**config.mk**
```make
export PLATFORM = sky130hd
export DESIGN_NAME = qph_hash
export DESIGN_NICKNAME = d
export VERILOG_FILES = /design/src/design/qph_pkg.sv /design/src/design/qph_hash.sv
export SDC_FILE = /design/constraint.sdc
export NUM_CORES = 1
export LEC_CHECK = 0
export ABC_CLOCK_PERIOD_IN_PS = 6500
export BUFFER_PORTS_ARGS = -buffer_cell sky130_fd_sc_hd__buf_4
export CAP_MARGIN = 20
export CORE_MARGIN = 4
export CORE_UTILIZATION = 65
export CTS_BUF_LIST = sky130_fd_sc_hd__clkbuf_8
export DETAILED_ROUTE_END_ITERATION = 6
export GPL_ROUTABILITY_DRIVEN = 1
export PLACE_DENSITY_LB_ADDON = 0.1
export SYNTH_ARGS = -nofsm -noshare
export SYNTH_HDL_FRONTEND = slang
export SYNTH_SLANG_ARGS = --single-unit
```
**constraint.sdc**
```tcl
create_clock -name clk -period 6.5 [get_ports clk]
set_input_delay 0.975 -clock clk [delete_from_list [all_inputs] [get_ports clk]]
set_output_delay 0.975 -clock clk [all_outputs]
set_load 0.05 [all_outputs]
```
**src/design/qph_pkg.sv**
```systemverilog
// Shared types and constants of the quadratic probing hash table.
`default_nettype none

package qph_pkg;

    localparam int TABLE_SLOTS_DEF = 101;
    localparam int PROBE_LIMIT_DEF = 20;
    localparam int KEY_BYTES_DEF   = 8;

    localparam int HASH_MUL  = 19;
    localparam int PROBE_LIN = 23;

    localparam int KEY_W      = 64;
    localparam int LEN_W      = 4;
    localparam int IDX_W      = 7;
    localparam int SLOT_OUT_W = 7;
    localparam int ENT_W      = 7;

    typedef enum logic [1:0] {
        CMD_ADD    = 2'd0,
        CMD_DELETE = 2'd1,
        CMD_LOOKUP = 2'd2,
        CMD_READ   = 2'd3
    } cmd_t;

    typedef struct packed {
        logic             valid;
        logic [LEN_W-1:0] len;
        logic [KEY_W-1:0] key;
    } entry_t;

endpackage

`default_nettype wire

```
**src/design/qph_hash.sv**
```systemverilog
// Home slot unit: weighted byte sum, scale, then remainder by reciprocal multiplication.
`default_nettype none

module qph_hash #(
    parameter int TABLE_SLOTS = qph_pkg::TABLE_SLOTS_DEF,
    parameter int KEY_BYTES   = qph_pkg::KEY_BYTES_DEF
) (
    input  wire logic                           clk,
    input  wire logic                           rst_n,
    input  wire logic                           start,
    input  wire logic [qph_pkg::KEY_W-1:0]      key,
    output logic                                done,
    output logic [$clog2(TABLE_SLOTS)-1:0]      home
);
    import qph_pkg::*;

    localparam int SLOT_W  = $clog2(TABLE_SLOTS);
    localparam int SUM_MAX = 255 * KEY_BYTES * (KEY_BYTES + 1) / 2;
    localparam int SUM_W   = $clog2(SUM_MAX + 1);
    localparam int PROD_W  = $clog2(SUM_MAX * HASH_MUL + 1);
    localparam int RCP_SH  = PROD_W + SLOT_W;
    localparam int RCP_W   = PROD_W + 1;
    localparam int MUL_W   = PROD_W + RCP_W;
    localparam int QUO_W   = MUL_W - RCP_SH;
    localparam longint RCP_VAL = ((longint'(1) << RCP_SH) + longint'(TABLE_SLOTS) - 1)
                                 / longint'(TABLE_SLOTS);
    localparam logic [RCP_W-1:0]  RCP     = RCP_W'(RCP_VAL);
    localparam logic [PROD_W-1:0] SLOTS_P = PROD_W'(TABLE_SLOTS);

    typedef enum logic [1:0] {H_IDLE, H_MUL, H_QUO, H_REM} hstate_t;

    hstate_t             hstate_reg;
    logic [SUM_W-1:0]    sum_reg;
    logic [PROD_W-1:0]   dvd_reg;
    logic [QUO_W-1:0]    quo_reg;
    logic [SLOT_W-1:0]   rem_reg;
    logic                done_reg;

    logic [SUM_W-1:0]    sum_comb;
    logic [MUL_W-1:0]    rcp_prod;
    logic [PROD_W-1:0]   rem_full;

    always_comb
    begin
        sum_comb = '0;
        for (int i = 0; i < KEY_BYTES; i++)
        begin
            sum_comb = sum_comb + SUM_W'(key[8*i +: 8]) * SUM_W'(i + 1);
        end
    end

    assign rcp_prod = MUL_W'(dvd_reg) * MUL_W'(RCP);
    assign rem_full = dvd_reg - PROD_W'(quo_reg) * SLOTS_P;

    always_ff @(posedge clk or negedge rst_n)
    begin
        if (!rst_n)
        begin
            hstate_reg <= H_IDLE;
            sum_reg    <= '0;
            dvd_reg    <= '0;
            quo_reg    <= '0;
            rem_reg    <= '0;
            done_reg   <= 1'b0;
        end
        else
        begin
            done_reg <= (hstate_reg == H_REM);
            unique case (hstate_reg)
                H_IDLE:
                begin
                    if (start)
                    begin
                        sum_reg    <= sum_comb;
                        hstate_reg <= H_MUL;
                    end
                end
                H_MUL:
                begin
                    dvd_reg    <= PROD_W'(sum_reg) * PROD_W'(HASH_MUL);
                    hstate_reg <= H_QUO;
                end
                H_QUO:
                begin
                    quo_reg    <= rcp_prod[MUL_W-1 -: QUO_W];
                    hstate_reg <= H_REM;
                end
                H_REM:
                begin
                    rem_reg    <= rem_full[SLOT_W-1:0];
                    hstate_reg <= H_IDLE;
                end
                default:
                begin
                    hstate_reg <= H_IDLE;
                end
            endcase
        end
    end

    assign done = done_reg;
    assign home = rem_reg;

endmodule

`default_nettype wire

```
==> flow_summary.toml, run 1 <==
[run_status]
status = "finished clean"

[clock_tree]
clk_pin_slew_ps = 100
cts_sinks = 49
numCtsBuffers = 5
cts_root_buffer = "clkbuf_8"
cts.repair.resized = 0
holdBufCountCts = 0
cts_max_level = 2
post-cts-setup-buffer-count = 0
cts.path.max_buffers = 2
tritoncts = "yes"
clk_latency_ps = 320

[final_layout]
multi_input_area_um2 = 8730
layout-drive-gt1-share = 0.101
seqCellArea_um2 = 1230
final_nets = 1639
syn_to_final_growth_pct = 8.39
final_cell_area_um2 = 12100
fill_cells = 1270
num_antenna_cells = 0
largest_reg_flops = 18

[floorplan]
ioPinCount = 75
fp.dieH_um = 139
die_area_um2 = 19300
core_um2 = 16700
die_w_um = 139
rows = 47
initial_core_util = 0.667

[worst_setup_path]
worstPathRequired_ps = 6710
worstPathMaxFanout = 7
rr_endpoint = "quo_reg[6]"
rrSetupSlack_ps = 360
cp-start-kind = "register"
worst_ep_arrival_time_ps = 6350
worst-setup-path-type = "reg -> reg"
reg2regPathDepth = 18
end_kind = "register"
startpoint = "dvd_reg[15]"
rr_startpoint = "dvd_reg[15]"
crit_end = "quo_reg[6]"

[sta]
fin_tns_setup_ps = 0
slew_violations = 0
tightest_slew_ps = 770
period_needed_ps = 6140
finalHoldViolCount = 0
period_share = 0.944
max_slew_margin = 0.486
fmax_mhz = 163
rsz0062_at_grt = "no"
fin_skew_ps = 13.3
setup_viol = 0

[hold_path]
min-delay-path-class = "reg -> reg"
hold_depth = 1

[routing]
ant_nets = 0
totalWireLength_um = 21000
drt-vias-per-instance = 5.27
wl_per_cell_um = 15.3
num_vias = 7220
drc = 0
dr.first_iter.drc_count = 189
firstDrtPassIters = 4

[global_routing]
grt_max_degree = 50
grt_usage = 0.235
antenna_found_initial = 0
first_global_vias = 8116
overflow = 0
grt_pass1_wl_um = 37300

[synthesis]
ys.warnings.count = 0
synth-edff-count = 0
syn_inst = 1073
yosys.area.top_type_share = 0.354
synth_most_common_cell = "inv_1"
ys_seq_area_frac = 0.110
netlist_area_um2 = 11100
syn_nets = 1563
ys_ff_latch = 49
avgSynthCellArea_um2 = 10.4
ys.flop_type = "dfrtp_1"
async_flop_share = 1.00
netlist_top_cells_count = "308 x inv_1, 226 x ha_1, 197 x fa_1, 49 x dfrtp_1, 36 x xnor2_1"
synth_cell_types = 51
synth_area_leaders = "fa_1 35%, ha_1 25%, dfrtp_1 11%"
synth_top_cell_by_area = "fa_1"

[place]
portBuffers = 74
hpwl_um = 19400
dpl-instance-area_um2 = 12000
finalWeightedCongestion = 0.876

[job]
cap_viol_max_count = 0
-- stage by stage --
stage	setup WS (ps)	std cells	hold WS, ps	util
2_1_floorplan	720	1073	485	-
3_3_place_gp	379	1362	492	0.716
3_5_place_dp	278	1362	501	0.716
4_1_cts	372	1370	527	0.723
5_1_grt	70.0	1370	551	0.723
6_report	362	1370	523	0.723
-- area by class of cell --
cell class | count | share of cell area
inverter | 308 | 0.0957
multi-input combinational | 709 | 0.723
tap | 220 | 0.0228
timing repair buffer | 76 | 0.0472
clock inverter | 3 | 0.00383
clock buffer | 5 | 0.00570
sequential | 49 | 0.102
-- worst min path at each step --
stage                     from         end  slack, ps
finish                 home[4]     home[4]        520
detailed placement     home[4]     home[4]        500
global route           home[4]     home[4]        550
CTS                    home[4]     home[4]        530
floorplan           quo_reg[5]  quo_reg[5]        480
global placement       home[1]     home[1]        490
-- metal layers --
layer | vias up | GRT usage | part of all wire | routed length [um]
met2 | 83 | 0.449 | 0.54 | 11400
met5 | - | 0 | 0 | 0
met1 | 3601 | 0.294 | 0.42 | 8840
met3 | 26 | 0.0159 | 0.017 | 349
met4 | 0 | 0.0453 | 0.020 | 414
li1 | 3510 | - | - | -
-- critical path: stages, from the launching register on --
cell and delay (ps):
dfrtp_1 520, fa_1 690, xor2_1 280, ha_1 310, fa_1 510, fa_1 520
fa_1 550, inv_1 60, fa_1 520, inv_1 40, ha_1 320, a21o_1 190
a221o_1 340, nand3_1 100, nand3_1 180, o41ai_4 350, o21ai_1 140, xnor2_1 140
mux2_2 260
-- cell families (layout without fill, tap and decap cells) --
kind of cell    count (synthesis)  count (layout)  share of synthesized area
fa+ha+maj                     423             423                      0.608
mux                            24              24                     0.0239
buf+inv                       315             392                      0.106
compound gates                120             120                     0.0736
flops                          49              49                      0.110
simple gates                   91              91                     0.0385
xor+xnor                       51              51                     0.0401
-- layout by cell type (no fill, tap or decap), drive strengths merged, types with 3 or more instances in the layout --
cell	n
fa	197
o21a	5
a41oi	3
mux2	21
o31ai	4
o21bai	6
a211oi	4
and3	6
inv	308
nand2	32
nand3	6
ha	226
a21oi	34
dfrtp	49
o21ai	27
nor2	21
clkbuf	5
nor3	10
xnor2	36
a21o	19
buf	76
and2	4
mux2i	3
nor2b	3
o211ai	4
xor2	15
Power of run 1 is left out: the tool's default activity adds up to more than one toggle a clock period on the data nets, which glitch-free logic cannot reach.
==> run 2: changes to the inputs <==
--- a/config.mk
+++ b/config.mk
@@ -9,8 +9,7 @@
 export BUFFER_PORTS_ARGS = -buffer_cell sky130_fd_sc_hd__buf_4
 export CAP_MARGIN = 20
 export CORE_MARGIN = 4
-export CORE_UTILIZATION = 65
-export CTS_BUF_LIST = sky130_fd_sc_hd__clkbuf_8
+export CORE_UTILIZATION = 64
 export DETAILED_ROUTE_END_ITERATION = 6
 export GPL_ROUTABILITY_DRIVEN = 1
 export PLACE_DENSITY_LB_ADDON = 0.1
==> run 2 against run 1 <==
  * Clock-buffer cell count is the same
  * Setup slack lost 3.2 ps
  * First-iteration DRC count grew 8.5%
  * Global-route usage shrank 0.13 points
  * Non-clock buffer count is the same
  * Clock skew shrank 9.3 ps
  * Via count grew 0.29%
  * Largest cell class unchanged
  * Critical path type unchanged
==> flow_summary.toml, run 2 (same netlist as run 1, synthesis figures left out) <==
[worst_setup_path]
rr_startpoint = "dvd_reg[15]"
worst_ep_arrival_time_ps = 6320
worst-setup-path-type = "reg -> reg"
crit_end = "quo_reg[6]"
rrSetupSlack_ps = 360
reg2regPathDepth = 18
worstPathMaxFanout = 7
end_kind = "register"
rr_endpoint = "quo_reg[6]"
cp-start-kind = "register"
startpoint = "dvd_reg[15]"
worstPathRequired_ps = 6680

[hold_path]
hold_depth = 1
min-delay-path-class = "reg -> reg"

[sta]
period_share = 0.945
finalHoldViolCount = 0
setup_viol = 0
slew_violations = 0
period_needed_ps = 6140
max_slew_margin = 0.483
tightest_slew_ps = 773
rsz0062_at_grt = "no"
fin_skew_ps = 3.98
fin_tns_setup_ps = 0
fmax_mhz = 163

[routing]
drc = 0
dr.first_iter.drc_count = 205
totalWireLength_um = 21500
num_vias = 7241
drt-vias-per-instance = 5.29
ant_nets = 0
wl_per_cell_um = 15.7
firstDrtPassIters = 5

[global_routing]
grt_usage = 0.233
antenna_found_initial = 0
grt_pass1_wl_um = 37500
first_global_vias = 8149
overflow = 0
grt_max_degree = 50

[final_layout]
final_common_cell = "inv_1"
final_cell_mix = "308 x inv_1, 226 x ha_1, 197 x fa_1"
syn_to_final_growth_pct = 9.10
layout-drive-gt1-share = 0.101
largest_reg_flops = 18
fill_cells = 1292
num_antenna_cells = 0
final_nets = 1639

[floorplan]
rows = 47
die_w_um = 140
fp.dieH_um = 140
initial_core_util = 0.662
die_area_um2 = 19600
ioPinCount = 75
core_um2 = 16800

[place]
portBuffers = 74
hpwl_um = 19600
finalWeightedCongestion = 0.895

[clock_tree]
cts_root_buffer = "clkbuf_16"
clk_pin_slew_ps = 70
cts.repair.resized = 0
holdBufCountCts = 0
numCtsBuffers = 5
cts.path.max_buffers = 2
cts_max_level = 2
cts_sinks = 49
clk_latency_ps = 290
tritoncts = "yes"
post-cts-setup-buffer-count = 0

[run_status]
status = "finished clean"

[job]
cap_viol_max_count = 0
run 2: per-layer routing:
metal	part of all wire	track usage
met4	0.014	0.0382
met1	0.41	0.289
met2	0.55	0.452
met5	0	0
met3	0.022	0.0184
run 2: final cells by class:
| type | count | area, um2 | share of cell area |
|---|---|---|---|
| multi-input combinational | 709 | 8730 | 0.718 |
| sequential | 49 | 1230 | 0.101 |
| inverter | 308 | 1160 | 0.0951 |
| timing repair buffer | 76 | 571 | 0.0469 |
| tap | 220 | 275 | 0.0226 |
| clock buffer | 5 | 125 | 0.0103 |
| clock inverter | 3 | 68.8 | 0.00566 |
run 2: how the worst min path moves through the flow:
stage                           from         end  slack, ps
after floorplan           quo_reg[5]  quo_reg[5]        480
after global placement       home[0]     home[0]        500
after detailed placement     home[0]     home[0]        500
after CTS                    home[0]     home[0]        520
after global routing         home[0]     home[0]        540
final                        home[0]     home[0]        510
run 2: worst max-delay path: stages, from the launching register on:
cell and delay [ps]:
dfrtp_1 500, fa_1 690, xor2_1 280, ha_1 310, fa_1 520, fa_1 540
fa_1 560, inv_1 60, fa_1 530, inv_1 40, ha_1 310, a21o_1 190
a221o_1 330, nand3_1 100, nand3_1 190, o41ai_4 340, o21ai_1 140, xnor2_1 130
mux2_2 260
run 2: per-stage QoR:
step | hold slack, ps | instance area, um2 | worst slack (ps) | std cells | util
after global routing | 542 | 12200 | 86.8 | 1370 | 0.723
after floorplan | 485 | 11100 | 720 | 1073 | -
after detailed placement | 502 | 12000 | 319 | 1362 | 0.711
after CTS | 517 | 12200 | 349 | 1370 | 0.723
after global placement | 498 | 12000 | 384 | 1362 | 0.711
final | 513 | 12200 | 359 | 1370 | 0.723
Power of run 2 is left out for the same reason.
==> run 3: changes to the inputs <==
--- a/config.mk
+++ b/config.mk
@@ -13,6 +13,7 @@
 export DETAILED_ROUTE_END_ITERATION = 6
 export GPL_ROUTABILITY_DRIVEN = 1
 export PLACE_DENSITY_LB_ADDON = 0.1
+export SETUP_SLACK_MARGIN = 0.5
 export SYNTH_ARGS = -nofsm -noshare
 export SYNTH_HDL_FRONTEND = slang
 export SYNTH_SLANG_ARGS = --single-unit
==> run 3 against run 2 <==
  * Wire length grew 1.8%
  * Sequential share of layout area shrank 0.076 points
  * Worst hold slack is essentially flat
  * Die area is the same
  * Critical path type unchanged
  * Cell count grew 0.44%
==> flow_summary.toml, run 3 (same netlist as run 1, synthesis figures left out) <==
[run_status]
status = "finished clean"

[routing]
totalWireLength_um = 21900
wl_met2_um = 12100
num_vias = 7273
firstDrtPassIters = 4
route.met3.wl_um = 428
drc = 0
top_layer_used = "met4"
wl_met1_um = 9030
ant_nets = 0
wl_per_cell_um = 15.9
drt-vias-per-instance = 5.29
dr.first_iter.drc_count = 233

[place]
finalWeightedCongestion = 0.895
portBuffers = 74
pre_cts_ws_ps = 319
dp_cells = 1362
hpwl_um = 19600

[final_layout]
syn_to_final_growth_pct = 10.8
fill_cells = 1266
final_common_cell = "inv_1"
final_cell_mix = "306 x inv_1, 223 x ha_1, 192 x fa_1"
largest_reg_flops = 18
post-route-util = 0.734
final_cells = 1376
num_antenna_cells = 0
final_nets = 1645
layout-drive-gt1-share = 0.130

[global_routing]
grt_usage = 0.236
overflow = 0
first_global_vias = 8233
grt_pass1_wl_um = 37900
grt_max_degree = 50
antenna_found_initial = 0

[worst_setup_path]
worstPathMaxFanout = 4
worst_ep_arrival_time_ps = 6000
rr_startpoint = "dvd_reg[15]"
startpoint = "dvd_reg[15]"
cp-start-kind = "register"
end_kind = "register"
worstPathRequired_ps = 6680
worst-setup-path-type = "reg -> reg"

[floorplan]
core_um2 = 16800
die_area_um2 = 19600
rows = 47
initial_core_util = 0.662
fp.dieH_um = 140
ioPinCount = 75
die_w_um = 140

[sta]
period_needed_ps = 5820
fmax_mhz = 172
fin_ws_ps = 677
fin_tns_setup_ps = 0
finalHoldViolCount = 0
tightest_slew_ps = 772
slew_violations = 0
max_slew_margin = 0.484
period_share = 0.896
rsz0062_at_grt = "no"
fin_skew_ps = 4.05
setup_viol = 0

[clock_tree]
cts_sinks = 49
holdBufCountCts = 0
tritoncts = "yes"
cts_max_level = 2
cts.path.max_buffers = 2
numCtsBuffers = 5
cts_root_buffer = "clkbuf_16"
clk_pin_slew_ps = 70
clk_latency_ps = 290

[job]
cap_viol_max_count = 0

[hold_path]
min-delay-start = "home[0]"
min-delay-path-class = "reg -> reg"
-- run 3: cell types whose count changed in the layout (fill, tap and decap cells not counted), moves of 3 or more --
| cell | previous run | this run |
|---|---|---|
| dfrtp_1 | 49 | 41 |
| fa_1 | 197 | 192 |
| dfrtp_2 | 0 | 8 |
| ha_4 | 0 | 3 |
| fa_2 | 0 | 5 |
| ha_1 | 226 | 223 |
| buf_4 | 76 | 82 |
-- run 3: per-stage QoR --
step / hold WS [ps] / area, um2
finish: 514 / 12300
global route: 542 / 12300
CTS: 517 / 12200
detailed placement: 502 / 12000
global placement: 498 / 12000
floorplan: 485 / 11100
-- run 3: worst max-delay path, cell delays in order, from the launching register on --
cell,delay (ps)
dfrtp_2,430
fa_2,680
xor2_4,220
ha_1,280
fa_1,480
fa_1,530
fa_1,510
inv_1,60
fa_1,530
inv_1,40
ha_1,300
a21o_1,180
a221o_1,330
nand3_1,110
nand3_2,140
o41ai_4,350
o21bai_2,120
xor2_1,150
mux2_2,260
-- run 3: final timing paths --
path                                     to  slack, ps  depth (start not counted)
min in group asynchronous       dvd_reg[17]        690                          1
worst max register to register   quo_reg[5]        680                         18
max in group asynchronous        dvd_reg[6]       5340                          1
worst min register to register      home[0]        510                          1
worst max-delay path             quo_reg[5]        680                         18
worst min-delay path                home[0]        510                          1
-- run 3: timing repair --
item	CTS	global route
gates resized for setup	10	22
setup endpoints to repair	3	6
buffers inserted	5	1
pin swaps	6	20
-- run 3: per-layer routing --
layer / up-vias / GRT usage
li1: 3522 / -
met1: 3640 / 0.292
met2: 86 / 0.456
met3: 25 / 0.0191
met4: 0 / 0.0418
met5: - / 0
-- run 3: final cells by class --
class | count | area [um2] | share of cell area
Multi-Input combinational cell | 709 | 8870 | 0.718
Sequential cell | 49 | 1240 | 0.100
Inverter | 308 | 1160 | 0.0936
Timing Repair Buffer | 82 | 616 | 0.0499
Tap cell | 220 | 275 | 0.0223
Clock buffer | 5 | 125 | 0.0101
Clock inverter | 3 | 68.8 | 0.00557
Power of run 3 is left out for the same reason.
